**src/slbm_pkg.sv**
```systemverilog
`timescale 1ns / 1ps

package slbm_pkg;

	// cartridge limits and field widths
	localparam int MAX_PRG_BANKS = 16;
	localparam int COUNT_W       = 5;
	localparam int BANK_W        = 4;
	localparam int OFFSET_W      = 18;
	localparam int CHR_BANK_W    = 5;

	localparam logic [COUNT_W-1:0] PRG_COUNT_RESET = 5'd2;
	localparam logic [4:0]         SHIFT_INIT      = 5'h10;

	// bus access kinds
	typedef enum logic [1:0] {
		KIND_CPU_RD = 2'd0,
		KIND_CPU_WR = 2'd1,
		KIND_PPU_RD = 2'd2,
		KIND_PPU_WR = 2'd3
	} kind_e;

	// memory the access lands in
	typedef enum logic [2:0] {
		TGT_NONE    = 3'd0,
		TGT_PRG_RAM = 3'd1,
		TGT_PRG_ROM = 3'd2,
		TGT_REG     = 3'd3,
		TGT_CHR     = 3'd4,
		TGT_NT_A    = 3'd5,
		TGT_NT_B    = 3'd6,
		TGT_RSVD    = 3'd7
	} target_e;

	// nametable mirroring
	typedef enum logic [1:0] {
		MIR_ONE_LO = 2'd0,
		MIR_ONE_HI = 2'd1,
		MIR_VERT   = 2'd2,
		MIR_HORIZ  = 2'd3
	} mirror_e;

	// prg banking modes
	typedef enum logic [1:0] {
		PRG_32K_A  = 2'd0,
		PRG_32K_B  = 2'd1,
		PRG_FIX_LO = 2'd2,
		PRG_FIX_HI = 2'd3
	} prg_banking_e;

	// register select from address bits 14:13
	typedef enum logic [1:0] {
		REG_CTRL = 2'd0,
		REG_CHR0 = 2'd1,
		REG_CHR1 = 2'd2,
		REG_PRG  = 2'd3
	} reg_sel_e;

	// config side to mapping side
	typedef struct packed {
		logic              wr;
		logic [BANK_W-1:0] last_bank;
	} cfg_t;

	typedef struct packed {
		logic [BANK_W-1:0] lo;
		logic [BANK_W-1:0] hi;
	} bank_pair_t;

	// one translated access
	typedef struct packed {
		target_e               target;
		logic [OFFSET_W-1:0]   offset;
		mirror_e               mirroring;
		prg_banking_e          prg_banking;
		logic                  chr_split;
		logic [CHR_BANK_W-1:0] chr_bank_lo;
		logic [CHR_BANK_W-1:0] chr_bank_hi;
	} result_t;

	// highest bank index with the count saturated to 1..MAX_PRG_BANKS
	function automatic logic [BANK_W-1:0] last_bank(input logic [COUNT_W-1:0] count);
		logic [COUNT_W-1:0] n;
		begin
			n = count;
			if (n == '0) begin
				n = COUNT_W'(1);
			end
			if (n > COUNT_W'(MAX_PRG_BANKS)) begin
				n = COUNT_W'(MAX_PRG_BANKS);
			end
			last_bank = BANK_W'(n - COUNT_W'(1));
		end
	endfunction

	// prg bank pair for a mode and a select value
	function automatic bank_pair_t update_banks(input prg_banking_e mode,
			input logic [BANK_W-1:0] sel, input logic [BANK_W-1:0] last);
		bank_pair_t p;
		begin
			unique case (mode)
				PRG_32K_A, PRG_32K_B: begin
					p.lo = {sel[BANK_W-1:1], 1'b0};
					p.hi = {sel[BANK_W-1:1], 1'b1};
				end
				PRG_FIX_LO: begin
					p.lo = '0;
					p.hi = sel;
				end
				default: begin
					p.lo = sel;
					p.hi = last;
				end
			endcase
			update_banks = p;
		end
	endfunction

endpackage

```
**src/serial_loaded_bank_mapper_core.sv**
```systemverilog
`timescale 1ns / 1ps

// Serial-loaded bank mapper (MMC1 style). Each item is one CPU or PPU bus access and gives
// one result: the memory it lands in, the byte offset there, and the mapper's mirroring,
// PRG mode and CHR fields as they stand after the access. An item passes an input register,
// then a result register, and a new item is taken every cycle unless a result waits with
// out_ready low; the state update and translation sit between those registers,
// so back-to-back writes into the serial shift register need no stall. CHR banks are
// reported, not applied to CHR offsets. The PRG bank count register (reset 2) is read at
// APB address 0, written at any address, and reloads the upper PRG bank; write it only idle.
module serial_loaded_bank_mapper_core
	import slbm_pkg::*;
(
	input  logic                  clk,
	input  logic                  arst_n,
	input  logic                  psel,
	input  logic                  penable,
	input  logic                  pwrite,
	input  logic [1:0]            paddr,
	input  logic [31:0]           pwdata,
	output logic [31:0]           prdata,
	output logic                  pready,
	input  logic                  in_valid,
	output logic                  in_ready,
	input  logic [1:0]            kind,
	input  logic [15:0]           address,
	input  logic [7:0]            data,
	output logic                  out_valid,
	input  logic                  out_ready,
	output logic [2:0]            target,
	output logic [OFFSET_W-1:0]   offset,
	output logic [1:0]            mirroring,
	output logic [1:0]            prg_banking,
	output logic                  chr_split,
	output logic [CHR_BANK_W-1:0] chr_bank_lo,
	output logic [CHR_BANK_W-1:0] chr_bank_hi
);

	cfg_t        cfg;
	logic        valid_s1;
	kind_e       kind_s1;
	logic [15:0] address_s1;
	logic [7:0]  data_s1;
	logic        advance;
	result_t     res;
	result_t     res_q;
	logic        out_valid_q;

	slbm_apb u_apb (
		.clk     (clk),
		.arst_n  (arst_n),
		.psel    (psel),
		.penable (penable),
		.pwrite  (pwrite),
		.paddr   (paddr),
		.pwdata  (pwdata),
		.prdata  (prdata),
		.pready  (pready),
		.cfg     (cfg)
	);

	// stage 1 moves on when the result register is free or being drained
	assign advance  = valid_s1 & (~out_valid_q | out_ready);
	assign in_ready = ~valid_s1 | advance;

	// input register
	always_ff @(posedge clk or negedge arst_n) begin
		if (!arst_n) begin
			valid_s1 <= 1'b0;
		end else if (in_ready) begin
			valid_s1 <= in_valid;
		end
	end

	always_ff @(posedge clk) begin
		if (in_ready && in_valid) begin
			kind_s1    <= kind_e'(kind);
			address_s1 <= address;
			data_s1    <= data;
		end
	end

	slbm_map u_map (
		.clk     (clk),
		.arst_n  (arst_n),
		.advance (advance),
		.cfg     (cfg),
		.kind    (kind_s1),
		.address (address_s1),
		.data    (data_s1),
		.res     (res)
	);

	// result register
	always_ff @(posedge clk or negedge arst_n) begin
		if (!arst_n) begin
			out_valid_q <= 1'b0;
		end else if (advance) begin
			out_valid_q <= 1'b1;
		end else if (out_ready) begin
			out_valid_q <= 1'b0;
		end
	end

	always_ff @(posedge clk) begin
		if (advance) begin
			res_q <= res;
		end
	end

	assign out_valid   = out_valid_q;
	assign target      = res_q.target;
	assign offset      = res_q.offset;
	assign mirroring   = res_q.mirroring;
	assign prg_banking = res_q.prg_banking;
	assign chr_split   = res_q.chr_split;
	assign chr_bank_lo = res_q.chr_bank_lo;
	assign chr_bank_hi = res_q.chr_bank_hi;

endmodule

```
**src/slbm_apb.sv**
```systemverilog
`timescale 1ns / 1ps

module slbm_apb
	import slbm_pkg::*;
(
	input  logic        clk,
	input  logic        arst_n,
	input  logic        psel,
	input  logic        penable,
	input  logic        pwrite,
	input  logic [1:0]  paddr,
	input  logic [31:0] pwdata,
	output logic [31:0] prdata,
	output logic        pready,
	output cfg_t        cfg
);

	logic [COUNT_W-1:0] count_q;
	logic               wr;

	// single register; writes at every address land in it, reads only at address 0
	assign wr     = psel & penable & pwrite;
	assign pready = 1'b1;

	always_ff @(posedge clk or negedge arst_n) begin
		if (!arst_n) begin
			count_q <= PRG_COUNT_RESET;
		end else if (wr) begin
			count_q <= pwdata[COUNT_W-1:0];
		end
	end

	// read back at address 0
	always_comb begin
		prdata = '0;
		if (paddr == 2'b00) begin
			prdata[COUNT_W-1:0] = count_q;
		end
	end

	// new last bank goes out with the write strobe
	assign cfg.wr        = wr;
	assign cfg.last_bank = last_bank(wr ? pwdata[COUNT_W-1:0] : count_q);

endmodule

```
**src/slbm_map.sv**
```systemverilog
`timescale 1ns / 1ps

module slbm_map
	import slbm_pkg::*;
(
	input  logic        clk,
	input  logic        arst_n,
	input  logic        advance,
	input  cfg_t        cfg,
	input  kind_e       kind,
	input  logic [15:0] address,
	input  logic [7:0]  data,
	output result_t     res
);

	// mapper state
	logic [4:0]            shift_q;
	mirror_e               mirror_q;
	prg_banking_e          prg_banking_q;
	logic                  chr_split_q;
	logic [BANK_W-1:0]     prg_sel_q;
	logic [BANK_W-1:0]     bank_lo_q;
	logic [BANK_W-1:0]     bank_hi_q;
	logic [CHR_BANK_W-1:0] chr_lo_q;
	logic [CHR_BANK_W-1:0] chr_hi_q;
	logic [BANK_W-1:0]     last_q;

	logic [4:0]            shift_d;
	mirror_e               mirror_d;
	prg_banking_e          prg_banking_d;
	logic                  chr_split_d;
	logic [BANK_W-1:0]     prg_sel_d;
	bank_pair_t            banks_d;
	logic [CHR_BANK_W-1:0] chr_lo_d;
	logic [CHR_BANK_W-1:0] chr_hi_d;

	logic [4:0]        shifted;
	logic [BANK_W-1:0] rom_bank;
	logic [13:0]       ppu_a;
	logic              upd_banks;

	// serial port and register commit
	always_comb begin
		shift_d       = shift_q;
		mirror_d      = mirror_q;
		prg_banking_d = prg_banking_q;
		chr_split_d   = chr_split_q;
		prg_sel_d     = prg_sel_q;
		chr_lo_d      = chr_lo_q;
		chr_hi_d      = chr_hi_q;
		upd_banks     = 1'b0;
		shifted       = {data[0], shift_q[4:1]};
		if (kind == KIND_CPU_WR && address[15]) begin
			if (data[7]) begin
				prg_banking_d = PRG_FIX_HI;
				shift_d       = SHIFT_INIT;
				upd_banks     = 1'b1;
			end else if (!shift_q[0]) begin
				shift_d = shifted;
			end else begin
				shift_d = SHIFT_INIT;
				unique case (reg_sel_e'(address[14:13]))
					REG_CTRL: begin
						mirror_d      = mirror_e'(shifted[1:0]);
						prg_banking_d = prg_banking_e'(shifted[3:2]);
						chr_split_d   = shifted[4];
						upd_banks     = 1'b1;
					end
					REG_CHR0: begin
						if (chr_split_q) begin
							chr_lo_d = shifted;
						end else begin
							chr_lo_d = {shifted[4:1], 1'b0};
							chr_hi_d = {shifted[4:1], 1'b1};
						end
					end
					REG_CHR1: begin
						chr_hi_d = shifted;
					end
					default: begin
						prg_sel_d = shifted[BANK_W-1:0];
						upd_banks = 1'b1;
					end
				endcase
			end
		end
		if (upd_banks) begin
			banks_d = update_banks(prg_banking_d, prg_sel_d, last_q);
		end else begin
			banks_d.lo = bank_lo_q;
			banks_d.hi = bank_hi_q;
		end
	end

	// state update, config write reloads the upper bank
	always_ff @(posedge clk or negedge arst_n) begin
		if (!arst_n) begin
			shift_q       <= SHIFT_INIT;
			mirror_q      <= MIR_HORIZ;
			prg_banking_q <= PRG_32K_A;
			chr_split_q   <= 1'b0;
			prg_sel_q     <= '0;
			bank_lo_q     <= '0;
			bank_hi_q     <= last_bank(PRG_COUNT_RESET);
			chr_lo_q      <= '0;
			chr_hi_q      <= '0;
			last_q        <= last_bank(PRG_COUNT_RESET);
		end else if (cfg.wr) begin
			last_q    <= cfg.last_bank;
			bank_hi_q <= cfg.last_bank;
		end else if (advance) begin
			shift_q       <= shift_d;
			mirror_q      <= mirror_d;
			prg_banking_q <= prg_banking_d;
			chr_split_q   <= chr_split_d;
			prg_sel_q     <= prg_sel_d;
			bank_lo_q     <= banks_d.lo;
			bank_hi_q     <= banks_d.hi;
			chr_lo_q      <= chr_lo_d;
			chr_hi_q      <= chr_hi_d;
		end
	end

	// address translation
	assign rom_bank = address[14] ? bank_hi_q : bank_lo_q;
	assign ppu_a    = address[13:0];

	always_comb begin
		res.target = TGT_NONE;
		res.offset = '0;
		if (!kind[1]) begin
			if (address[15]) begin
				if (kind == KIND_CPU_WR) begin
					res.target = TGT_REG;
				end else begin
					res.target = TGT_PRG_ROM;
					res.offset = {rom_bank, address[13:0]};
				end
			end else if (address[14:13] == 2'b11) begin
				res.target = TGT_PRG_RAM;
				res.offset = {5'b0, address[12:0]};
			end
		end else if (ppu_a[13:12] == 2'b10) begin
			res.offset = {8'b0, ppu_a[9:0]};
			unique case (mirror_q)
				MIR_ONE_LO: res.target = TGT_NT_A;
				MIR_ONE_HI: res.target = TGT_NT_B;
				MIR_VERT:   res.target = ppu_a[10] ? TGT_NT_B : TGT_NT_A;
				default:    res.target = ppu_a[11] ? TGT_NT_B : TGT_NT_A;
			endcase
		end else begin
			res.target = TGT_CHR;
			res.offset = {4'b0, ppu_a};
		end
		res.mirroring   = mirror_d;
		res.prg_banking = prg_banking_d;
		res.chr_split   = chr_split_d;
		res.chr_bank_lo = chr_lo_d;
		res.chr_bank_hi = chr_hi_d;
	end

endmodule

```
**config.mk**
```make
export PLATFORM = sky130hd
export DESIGN_NAME = serial_loaded_bank_mapper_core
export DESIGN_NICKNAME = d
export VERILOG_FILES = /design/src/slbm_pkg.sv /design/src/serial_loaded_bank_mapper_core.sv /design/src/slbm_apb.sv /design/src/slbm_map.sv
export SDC_FILE = /design/constraint.sdc
export NUM_CORES = 1
export LEC_CHECK = 0
export BUFFER_PORTS_ARGS = -buffer_cell sky130_fd_sc_hd__buf_4
export CORE_ASPECT_RATIO = 0.75
export CORE_UTILIZATION = 55
export CTS_CLUSTER_DIAMETER = 100
export DETAILED_ROUTE_END_ITERATION = 6
export PLACE_DENSITY = 0.91
export SETUP_SLACK_MARGIN = 0.2
export SLEW_MARGIN = 25
export SYNTH_ARGS = -nofsm -noshare
export SYNTH_HDL_FRONTEND = slang
export SYNTH_SLANG_ARGS = --single-unit
```
**constraint.sdc**
```tcl
create_clock -name clk -period 6.25 [get_ports clk]
set_input_delay 0.3125 -clock clk [delete_from_list [all_inputs] [get_ports clk]]
set_output_delay 0.3125 -clock clk [all_outputs]
set_load 0.05 [all_outputs]
```
Word level (Yosys, flattened, before mapping)
Index checks and enable logic that the tools add are counted.

storage, ports and cells
  register bits after elaboration = 105
  latch bits = 0
  memory bits (writable) = 0
  memory bits (read-only) = 0
  bits of input ports = 67
  output and inout port bits = 71
  memories kept = 0

cells by class
  add/sub/neg operators = 1
  $mul = 0
  div/mod/pow operators = 0
  order comparisons = 1
  eq/ne operators = 9
  shift-type cells = 0
  mux-type cells = 52
  bitwise operators = 8
  reductions and logical operators = 17

operators with widths
  kind                                                                   number
  5-bit 2-to-1 mux                                                       13
  21-bit 2-to-1 mux                                                      3
  4-bit 2-to-1 mux                                                       9
  2-bit 2-to-1 mux                                                       10
  19-bit 2-to-1 mux                                                      1
  18-bit 2-to-1 mux                                                      1
  8-bit one-hot mux with 2 select lines                                  1
  1-bit 2-to-1 mux                                                       12
  2-bit equality test, second input constant                             5
  5-bit one-hot mux with 2 select lines                                  1
  3-bit one-hot mux with 3 select lines                                  1
  2-bit by 1-bit equality test with 1-bit output, second input constant  4
  2-bit logical NOT                                                      4
  3-bit AND reduction                                                    2
  2-bit nonzero test                                                     3
  5-bit greater-than comparator, second input constant                   1
  5-bit logical NOT                                                      1
  2-bit AND reduction                                                    2
  2-bit OR reduction                                                     2
  4-bit by 1-bit subtractor with 4-bit output, second input constant     1
  1-bit AND                                                              3
  1-bit inverter                                                         3
  3-bit OR reduction                                                     1
  1-bit logical AND                                                      2
  1-bit OR                                                               2

Logic depth before layout (Yosys ltp)
Gate-level depths: netlist of the first run.

  depth in word-level cells = 11
  depth in mapped cells = 11

Hierarchy
From an unflattened synthesis of the first run, not the netlist that was laid out.

unflattened totals
  cell total of the unflattened synthesis = 385
  area total of the unflattened synthesis = 4758.3 sq um

by module, submodules not included
  module                          times used  cells each  area an instance (sq um)  sequential area each (sq um)
  slbm_map                        1           246         2182.1                    907.1
  serial_loaded_bank_mapper_core  1           70          1965.6                    1911.8
  slbm_apb                        1           69          610.6                     126.4

Least setup slack after synthesis of the first run
OpenSTA, ideal clock, no wires.

  path type = register to register
  start = reg out_valid_q, in the netlist out_valid
  end = reg address_s1[0], enable pin
  arrival time = 1769 ps
  required time = 5872 ps
  path slack = 4103 ps
  stages on the path, launching flop included = 4
  path through = dfrtp_1 -> nor2b_1 -> nand2_1 -> and2_1

on the way
  word-level cells in the longest chain between the ends = 5

ends and longest elaborated chain
  what                      RTL line                               text
  start: declaration        serial_loaded_bank_mapper_core.sv:47   logic out_valid_q;
  start signal: assignment  serial_loaded_bank_mapper_core.sv:97   out_valid_q <= 1'b0;
  start signal: assignment  serial_loaded_bank_mapper_core.sv:99   out_valid_q <= 1'b1;
  start signal: assignment  serial_loaded_bank_mapper_core.sv:101  out_valid_q <= 1'b0;
  1-bit inverter            serial_loaded_bank_mapper_core.sv:63   assign advance = valid_s1 & (~out_valid_q | out_ready);
  1-bit OR                  serial_loaded_bank_mapper_core.sv:63
  1-bit AND                 serial_loaded_bank_mapper_core.sv:63
  1-bit OR                  serial_loaded_bank_mapper_core.sv:64   assign in_ready = ~valid_s1 | advance;
  named net in_ready        serial_loaded_bank_mapper_core.sv:24   output logic in_ready,
  1-bit logical AND         serial_loaded_bank_mapper_core.sv:76   if (in_ready && in_valid) begin
  end signal: assignment    serial_loaded_bank_mapper_core.sv:78   address_s1 <= address;
  end: declaration          serial_loaded_bank_mapper_core.sv:42   logic [15:0] address_s1;

The timed path passes the listed nets, and every way through them passes these cells.
A chain may end at the register's enable or synchronous reset.

Final worst setup path of the first run
  start = reg address_s1[14]
  end = reg u_map.bank_hi_q[3]

on the way
  word-level cells in the longest chain between the ends = 11
  elaborated cells between the ends (all ways) = 27

ends and longest elaborated chain
  what                                                                                        RTL line         text
  2-bit logical NOT                                                                           slbm_map.sv:62   unique case (reg_sel_e'(address[14:13]))
  2-bit 2-to-1 mux                                                                            slbm_map.sv:62
  2-bit 2-to-1 mux                                                                            slbm_map.sv:58   end else if (!shift_q[0]) begin
  2-bit 2-to-1 mux                                                                            slbm_map.sv:54   if (data[7]) begin
  2-bit 2-to-1 mux                                                                            slbm_map.sv:53   if (kind == KIND_CPU_WR && address[15]) begin
  2-bit by 1-bit equality test with 1-bit output / 2-bit logical NOT (equally long branches)  slbm_pkg.sv:101  unique case (mode)
  2-bit OR reduction                                                                          slbm_pkg.sv:101
  8-bit one-hot mux with 2 select lines                                                       slbm_pkg.sv:101
  4-bit 2-to-1 mux                                                                            slbm_map.sv:87   if (upd_banks) begin
  4-bit 2-to-1 mux                                                                            slbm_map.sv:111  end else if (advance) begin
  4-bit 2-to-1 mux                                                                            slbm_map.sv:108  end else if (cfg.wr) begin
  end signal: assignment                                                                      slbm_map.sv:104  bank_hi_q <= last_bank(PRG_COUNT_RESET);
  end signal: assignment                                                                      slbm_map.sv:110  bank_hi_q <= cfg.last_bank;
  end signal: assignment                                                                      slbm_map.sv:118  bank_hi_q <= banks_d.hi;
  end: declaration                                                                            slbm_map.sv:23   logic [BANK_W-1:0] bank_hi_q;

Several ways; a longest one is shown, not always the timed one. The select of a mux whose other input is x is not followed.

==> results of run 1 <==
==> cell usage in the layout, fill, tap and decap left out, drive strengths merged, types with 2 or more instances in the layout <==
| master | instances |
|---|---|
| a21o | 3 |
| a21oi | 11 |
| a22o | 9 |
| and2 | 6 |
| and3 | 2 |
| and3b | 2 |
| buf | 77 |
| clkbuf | 10 |
| clkinv | 2 |
| conb | 28 |
| dfrtp | 37 |
| dfstp | 6 |
| edfxtp | 56 |
| ha | 5 |
| inv | 10 |
| mux2 | 16 |
| mux2i | 10 |
| nand2 | 48 |
| nand2b | 4 |
| nand3 | 8 |
| nand3b | 2 |
| nand4b | 2 |
| nor2 | 24 |
| nor2b | 14 |
| nor3 | 7 |
| nor4 | 2 |
| o211ai | 2 |
| o21a | 2 |
| o21ai | 12 |
| o22a | 3 |
| o2bb2ai | 2 |
| o311ai | 2 |
| o31ai | 5 |
| or2 | 2 |
| or3 | 2 |
==> area by class of cell <==
class | instances | share of cell area, %
multi-input combinational | 246 | 28.8
inverter | 8 | 0.574
clock inverter | 6 | 1.39
timing repair buffer | 78 | 11.2
clock buffer | 10 | 2.63
tap | 105 | 2.51
sequential | 99 | 52.8
==> cell families after synthesis <==
kind of cell,count (synthesis),synth area share [%]
simple gates,128,14.1
compound gates,58,9.28
fa+ha+maj,5,1.39
flops,99,61.6
buf+inv,51,7.00
other cells,2,0.167
xor+xnor,1,0.195
mux,26,6.24
==> through the flow <==
stage / total power, mW / worst slack, ns
after global placement: 1.06 / 3.88
final: 1.48 / 4.00
after floorplan: 1.00 / 4.10
after CTS: 1.49 / 4.02
after detailed placement: 1.07 / 3.84
after global routing: 1.54 / 3.77
==> worst max-delay path by stage <==
stage	start	endpoint	slack (ns)	cells past startpoint
floorplan	out_valid	address_s1[0]	4.10	3
global placement	psel	u_map.bank_hi_q[2]	3.88	6
detailed placement	psel	u_map.bank_hi_q[2]	3.84	6
CTS	address_s1[14]	u_map.bank_hi_q[3]	4.02	7
global route	address_s1[14]	u_map.bank_hi_q[2]	3.77	7
finish	address_s1[14]	u_map.bank_hi_q[3]	4.00	7
==> state kept, by name, summed over array words and instances (netlist names), 5 cells and up <==
name and flops:
offset 18, address_s1 16, chr_bank_hi 5, chr_bank_lo 5
u_apb.count_q 5, u_map.chr_hi_q 5, u_map.chr_lo_q 5, u_map.shift_q 5
==> worst max-delay path: stages, from the launching register on <==
cell and delay (ns):
edfxtp_1 0.56, inv_1 0.14, ha_1 0.27, nand2_1 0.16, a2111oi_2 0.45, or3_1 0.31
a21o_1 0.16, o211ai_2 0.07
==> power groups by stage <==
stage               Clock (mW)  Sequential [mW]  Combinational (mW)
CTS                      0.429            0.797               0.263
global placement             0            0.807               0.257
global route             0.457            0.804               0.280
floorplan                    0            0.854               0.151
finish                   0.423            0.798               0.261
detailed placement           0            0.811               0.262
==> per-layer routing <==
| layer | share of wire (%) | track usage (%) | vias to the layer above |
|---|---|---|---|
| met1 | 43 | 26.3 | 1437 |
| li1 | - | - | 1407 |
| met2 | 51 | 37.3 | 100 |
| met4 | 0.85 | 4.17 | 0 |
| met5 | 0 | 0 | - |
| met3 | 5.1 | 5.68 | 8 |
==> what timing repair did <==
action                                 in CTS  in global routing
setup buffers                               0                  0
endpoints found under the hold margin      37                  0
hold buffers                                1                  0
==> out/metrics.cfg, run 1 <==
[outcome]
status = complete, no violations

[timing]
period_share_pct = 36.0
maxSlewHeadroom_pct = 39.3
final_max_slew_viol_count = 0
hold_violations = 0
tightest_slew_ns = 0.911
rsz0062_at_grt = false
setup_violations = 0
holdWs_ns = 0.126
finalCriticalPeriod_ns = 2.25
setup_tns_ns = 0
skew_ns = 0.00784
fmax_ghz = 0.444

[global_routing]
grt_pass1_wl_um = 13500
overflow = 0
grt_antenna_before_repair = 0
grt.total_usage_pct = 21.1
first_global_vias = 2743
grt_max_degree = 44

[finish]
stdcell_count = 552
syn2layout_area_growth_pct = 16.6
drive_gt1_share_pct = 27.3
fillerInstances = 608
stdcell_area_um2 = 5230
multiInputGateArea_um2 = 1510
antenna-diode-count = 0
seq_area_um2 = 2770
utilization_pct = 66.4
final_nets = 514

[synth]
synthTopCellsByCount = edfxtp_1, nand2_1, dfrtp_1, buf_4, nor2_1
yosys_most_used_dff = edfxtp_1
synth-seq-cells = 99
synth-edff-count = 56
seq_area_frac_synth_pct = 61.6
async_flop_share_pct = 43.4
syn_inst = 370
yosysMostFrequentCell = edfxtp_1
synth_area_leaders = edfxtp_1, dfrtp_1, buf_4
syn_area_um2 = 4490
ys_warn_count = 0
syn_avg_cell_area_um2 = 12.1
synth_top_area_share_pct = 37.5
ys_types = 52
synth_area_leader_cell = edfxtp_1

[critical_path]
cp-end-kind = flop
critPathMaxFanout = 7
r2r_cells = 7
worstPathArrival_ns = 2.48
crit_required_ns = 6.48
start_kind = flop
worst-r2r-setup-slack_ns = 4.00
r2r_end = u_map.bank_hi_q[3]
crit_type = flop to flop
r2r_start = address_s1[14]

[clocking]
cts.sinks = 99
htree_levels = 3
clkTransAtPathRegs_ns = 0.09
numCtsBuffers = 9
cts_root_buf = clkbuf_8
clk_latency_ns = 0.36
clockBufferDepth = 2
cts_tree = done
cts_resized = 0

[floorplan]
num_io_pins = 138
dieArea_um2 = 8530
core_area_um2 = 7880
row_count = 28
dieWidth_um = 106
dieHeight_um = 80.2
initial_core_util_pct = 57.0

[place]
place.gp.congestion = 0.848
port_buffers = 76
placed_cells = 535
post-dp-hpwl_um = 5950
dpl_cell_area_um2 = 5010

[detailed_routing]
drc_errors = 0
drtPass1Iterations = 4
wire_per_inst_um = 15.3
avgViaCountPerCell = 5.35
drt_iter0_drc = 192
wl_um = 8430
drtAntennaViolNets = 0
vias = 2952

[job]
max_cap_viol_count = 0

[pwr]
max-vdd-ir-drop_mv = 0.115
p_clk_share_pct = 28.5
power_frac_comb_pct = 17.6
p_sw_share_pct = 30.3
seq_power_share_pct = 53.8
p_leak_nw = 2.29
internal_power_mw = 1.03
switchingPower_uw = 450
powerDensity_nw_per_um2 = 283

[min_path]
min_path_type = input port to flop
hold_path_depth = 1
min_to = address_s1[0]
min_from = address[0]

(Power assumes the default switching activity.)
==> inputs of run 2 (changes only) <==
CORE_UTILIZATION = 51   (was 55)
PLACE_DENSITY = 0.85   (was 0.91)
clock period = 2.3 ns   (was 6.25 ns; I/O delays follow)
==> run 2 against run 1 <==
Against the previous run:
- clock power rose to 3.4 times the previous value
- combinational power rose to 3.0 times the previous value
- via count rose by 9.0%
- sequential share of layout area fell by 4.0 points
- die area rose by 7.7%
- highest routed layer unchanged
==> out/metrics.cfg, run 2 (synthesis gave the netlist of run 1 again) <==
[detailed_routing]
wl_um = 9750  ; was 8430 µm
avgViaCountPerCell = 5.45  ; was 5.35
drt_iter0_drc = 158  ; was 192
drtAntennaViolNets = 0  ; unchanged
drc_errors = 0  ; unchanged
drtPass1Iterations = 5  ; was 4
vias = 3219  ; was 2952
wire_per_inst_um = 16.5  ; was 15.3 µm

[timing]
tightest_slew_ns = 0.550  ; was 0.911 ns
setup_tns_ns = 0  ; unchanged
maxSlewHeadroom_pct = 63.4  ; was 39.3%
fmax_ghz = 0.493  ; was 0.444 GHz
final_max_slew_viol_count = 0  ; unchanged
holdWs_ns = 0.00327  ; was 0.126 ns
hold_violations = 0  ; unchanged
skew_ns = 0.00831  ; was 0.00784 ns
rsz0062_at_grt = false  ; unchanged
worst_slack_ns = 0.273  ; was 4.00 ns
finalCriticalPeriod_ns = 2.03  ; was 2.25 ns
setup_violations = 0  ; unchanged
period_share_pct = 88.1  ; was 36.0%

[finish]
fillerInstances = 611  ; was 608
syn2layout_area_growth_pct = 26.1  ; was 16.6%
utilization_pct = 66.7  ; was 66.4%
stdcell_area_um2 = 5660  ; was 5230 µm²
drive_gt1_share_pct = 28.8  ; was 27.3%
final_nets = 550  ; was 514
largest_register_ffs = 18  ; unchanged
antenna-diode-count = 0  ; unchanged
final_common_cell = buf_4  ; unchanged
mostFrequentLayoutCells = buf_4, edfxtp_1, nand2_1  ; unchanged

[global_routing]
grt_antenna_before_repair = 0  ; unchanged
overflow = 0  ; unchanged
grt_max_degree = 44  ; unchanged
grt.total_usage_pct = 22.5  ; was 21.1%
first_global_vias = 3156  ; was 2743
grt_pass1_wl_um = 15500  ; was 13500 µm

[floorplan]
core_area_um2 = 8490  ; was 7880 µm²
row_count = 29  ; was 28
num_io_pins = 138  ; unchanged
initial_core_util_pct = 52.9  ; was 57.0%
dieArea_um2 = 9190  ; was 8530 µm²
dieHeight_um = 83.3  ; was 80.2 µm
dieWidth_um = 110  ; was 106 µm

[clocking]
cts_tree = done  ; unchanged
cts_root_buf = clkbuf_16  ; was clkbuf_8
numCtsBuffers = 9  ; unchanged
htree_levels = 3  ; unchanged
clk_latency_ns = 0.34  ; was 0.36 ns
clockBufferDepth = 2  ; unchanged
cts.sinks = 99  ; unchanged
clkTransAtPathRegs_ns = 0.07  ; was 0.09 ns

[critical_path]
worstPathArrival_ns = 2.12  ; was 2.48 ns
cpLargestDelayFamily = simple AND/OR/NAND/NOR gates  ; was compound AO/OA/AOI/OAI gates
cp_num_cells = 4  ; was 7
r2r_end = chr_bank_hi[0]  ; was u_map.bank_hi_q[3]
start_kind = flop  ; unchanged
crit_chain = and3b_2 -> nand4b_1 -> or3b_2 -> o21a_1  ; was inv_1 -> ha_1 -> nand2_1 -> a2111oi_2 -> or3_1 -> a21o_1 -> o211ai_2
cp_num_buf_inv = 0  ; was 1
crit_path_start = kind_s1[0]  ; was address_s1[14]
crit_required_ns = 2.39  ; was 6.48 ns
critPathMaxStageDelay_ns = 0.54  ; was 0.56 ns
cp-end-kind = flop  ; unchanged
critPathMaxFanout = 8  ; was 7
crit_end = chr_bank_hi[0]  ; was u_map.bank_hi_q[3]
cpMaxStageDelayCell = or3b_2  ; was edfxtp_1
worst-r2r-setup-slack_ns = 0.27  ; was 4.00 ns
crit_type = flop to flop  ; unchanged
r2r_cells = 4  ; was 7
r2r_start = kind_s1[0]  ; was address_s1[14]

[place]
port_buffers = 76  ; unchanged
dp_slack_ns = 0.271  ; was 3.84 ns
dpl_cell_area_um2 = 5090  ; was 5010 µm²
place.gp.congestion = 0.905  ; was 0.848
post-dp-hpwl_um = 6160  ; was 5950 µm

[pwr]
internal_power_mw = 3.09  ; was 1.03 mW
seq_power_share_pct = 49.2  ; was 53.8%
p_clk_share_pct = 32.9  ; was 28.5%
p_sw_share_pct = 30.0  ; was 30.3%
powerDensity_nw_per_um2 = 778  ; was 283 nW/µm²
max-vdd-ir-drop_mv = 0.435  ; was 0.115 mV
power_frac_comb_pct = 17.9  ; was 17.6%
p_leak_nw = 2.48  ; was 2.29 nW
switchingPower_mw = 1.32  ; was 450 µW

[outcome]
status = complete, no violations  ; unchanged

[job]
max_cap_viol_count = 0  ; unchanged

[min_path]
min_path_type = input port to flop  ; unchanged
min_from = pwdata[2]  ; was address[0]

[run 2: changes by cell type in the layout (fill, tap and decap cells not counted), moves of 9 or more]
cell,change
dlygate4sd3_1,+23
clkbuf_16,+9
clkbuf_8,-9
buf_4,+13
[run 2: layer usage]
layer | part of all wire (%) | GRT usage [%] | routed length (µm)
met5 | 0 | 0 | 0
met4 | 4.3 | 10.4 | 418
met3 | 6.7 | 4.32 | 656
met2 | 50 | 37.2 | 4840
met1 | 39 | 28.4 | 3830
[run 2: area by class of cell]
type | instances | area [µm²] | area share [%]
clock buffers | 11 | 243 | 4.29
multi-input cells | 246 | 1530 | 27.0
inverters | 8 | 30.0 | 0.530
well taps | 108 | 135 | 2.39
clock inverters | 5 | 45.0 | 0.796
repair buffers | 114 | 916 | 16.2
flip-flops and latches | 99 | 2770 | 48.8
[run 2: worst min-delay path by stage]
| stage | to | slack (ns) | cells past startpoint |
|---|---|---|---|
| after global placement | u_apb.count_q[3] | 0.13 | 1 |
| after global routing | u_apb.count_q[2] | 0.01 | 3 |
| final | u_apb.count_q[2] | 0.003 | 3 |
| after detailed placement | u_apb.count_q[0] | 0.14 | 1 |
| after CTS | u_apb.count_q[1] | 0.004 | 3 |
| after floorplan | out_valid | -0.18 | 0 |
[run 2: power by group through the flow]
stage	Clock [mW]	Combinational [mW]	Sequential [mW]
floorplan	0	0.409	2.32
global placement	0	0.723	2.19
detailed placement	0	0.740	2.20
CTS	1.44	0.776	2.16
global route	1.53	0.845	2.18
finish	1.45	0.790	2.17
[run 2: repair_timing]
action	CTS	global route
gates resized for setup	0	6
buffers inserted	0	3
hold buffers	24	0
endpoints found under the hold margin	60	0
setup endpoints to repair	0	17
[run 2: through the flow]
step,instances,total power [mW]
after floorplan,396,2.73
after global placement,548,2.91
after detailed placement,548,2.94
after CTS,588,4.38
after global routing,591,4.55
final,591,4.41
[run 2: worst min-delay path: stages]
cell and delay (ns):
buf_4 0.10, nand2_1 0.05, nand2_1 0.05
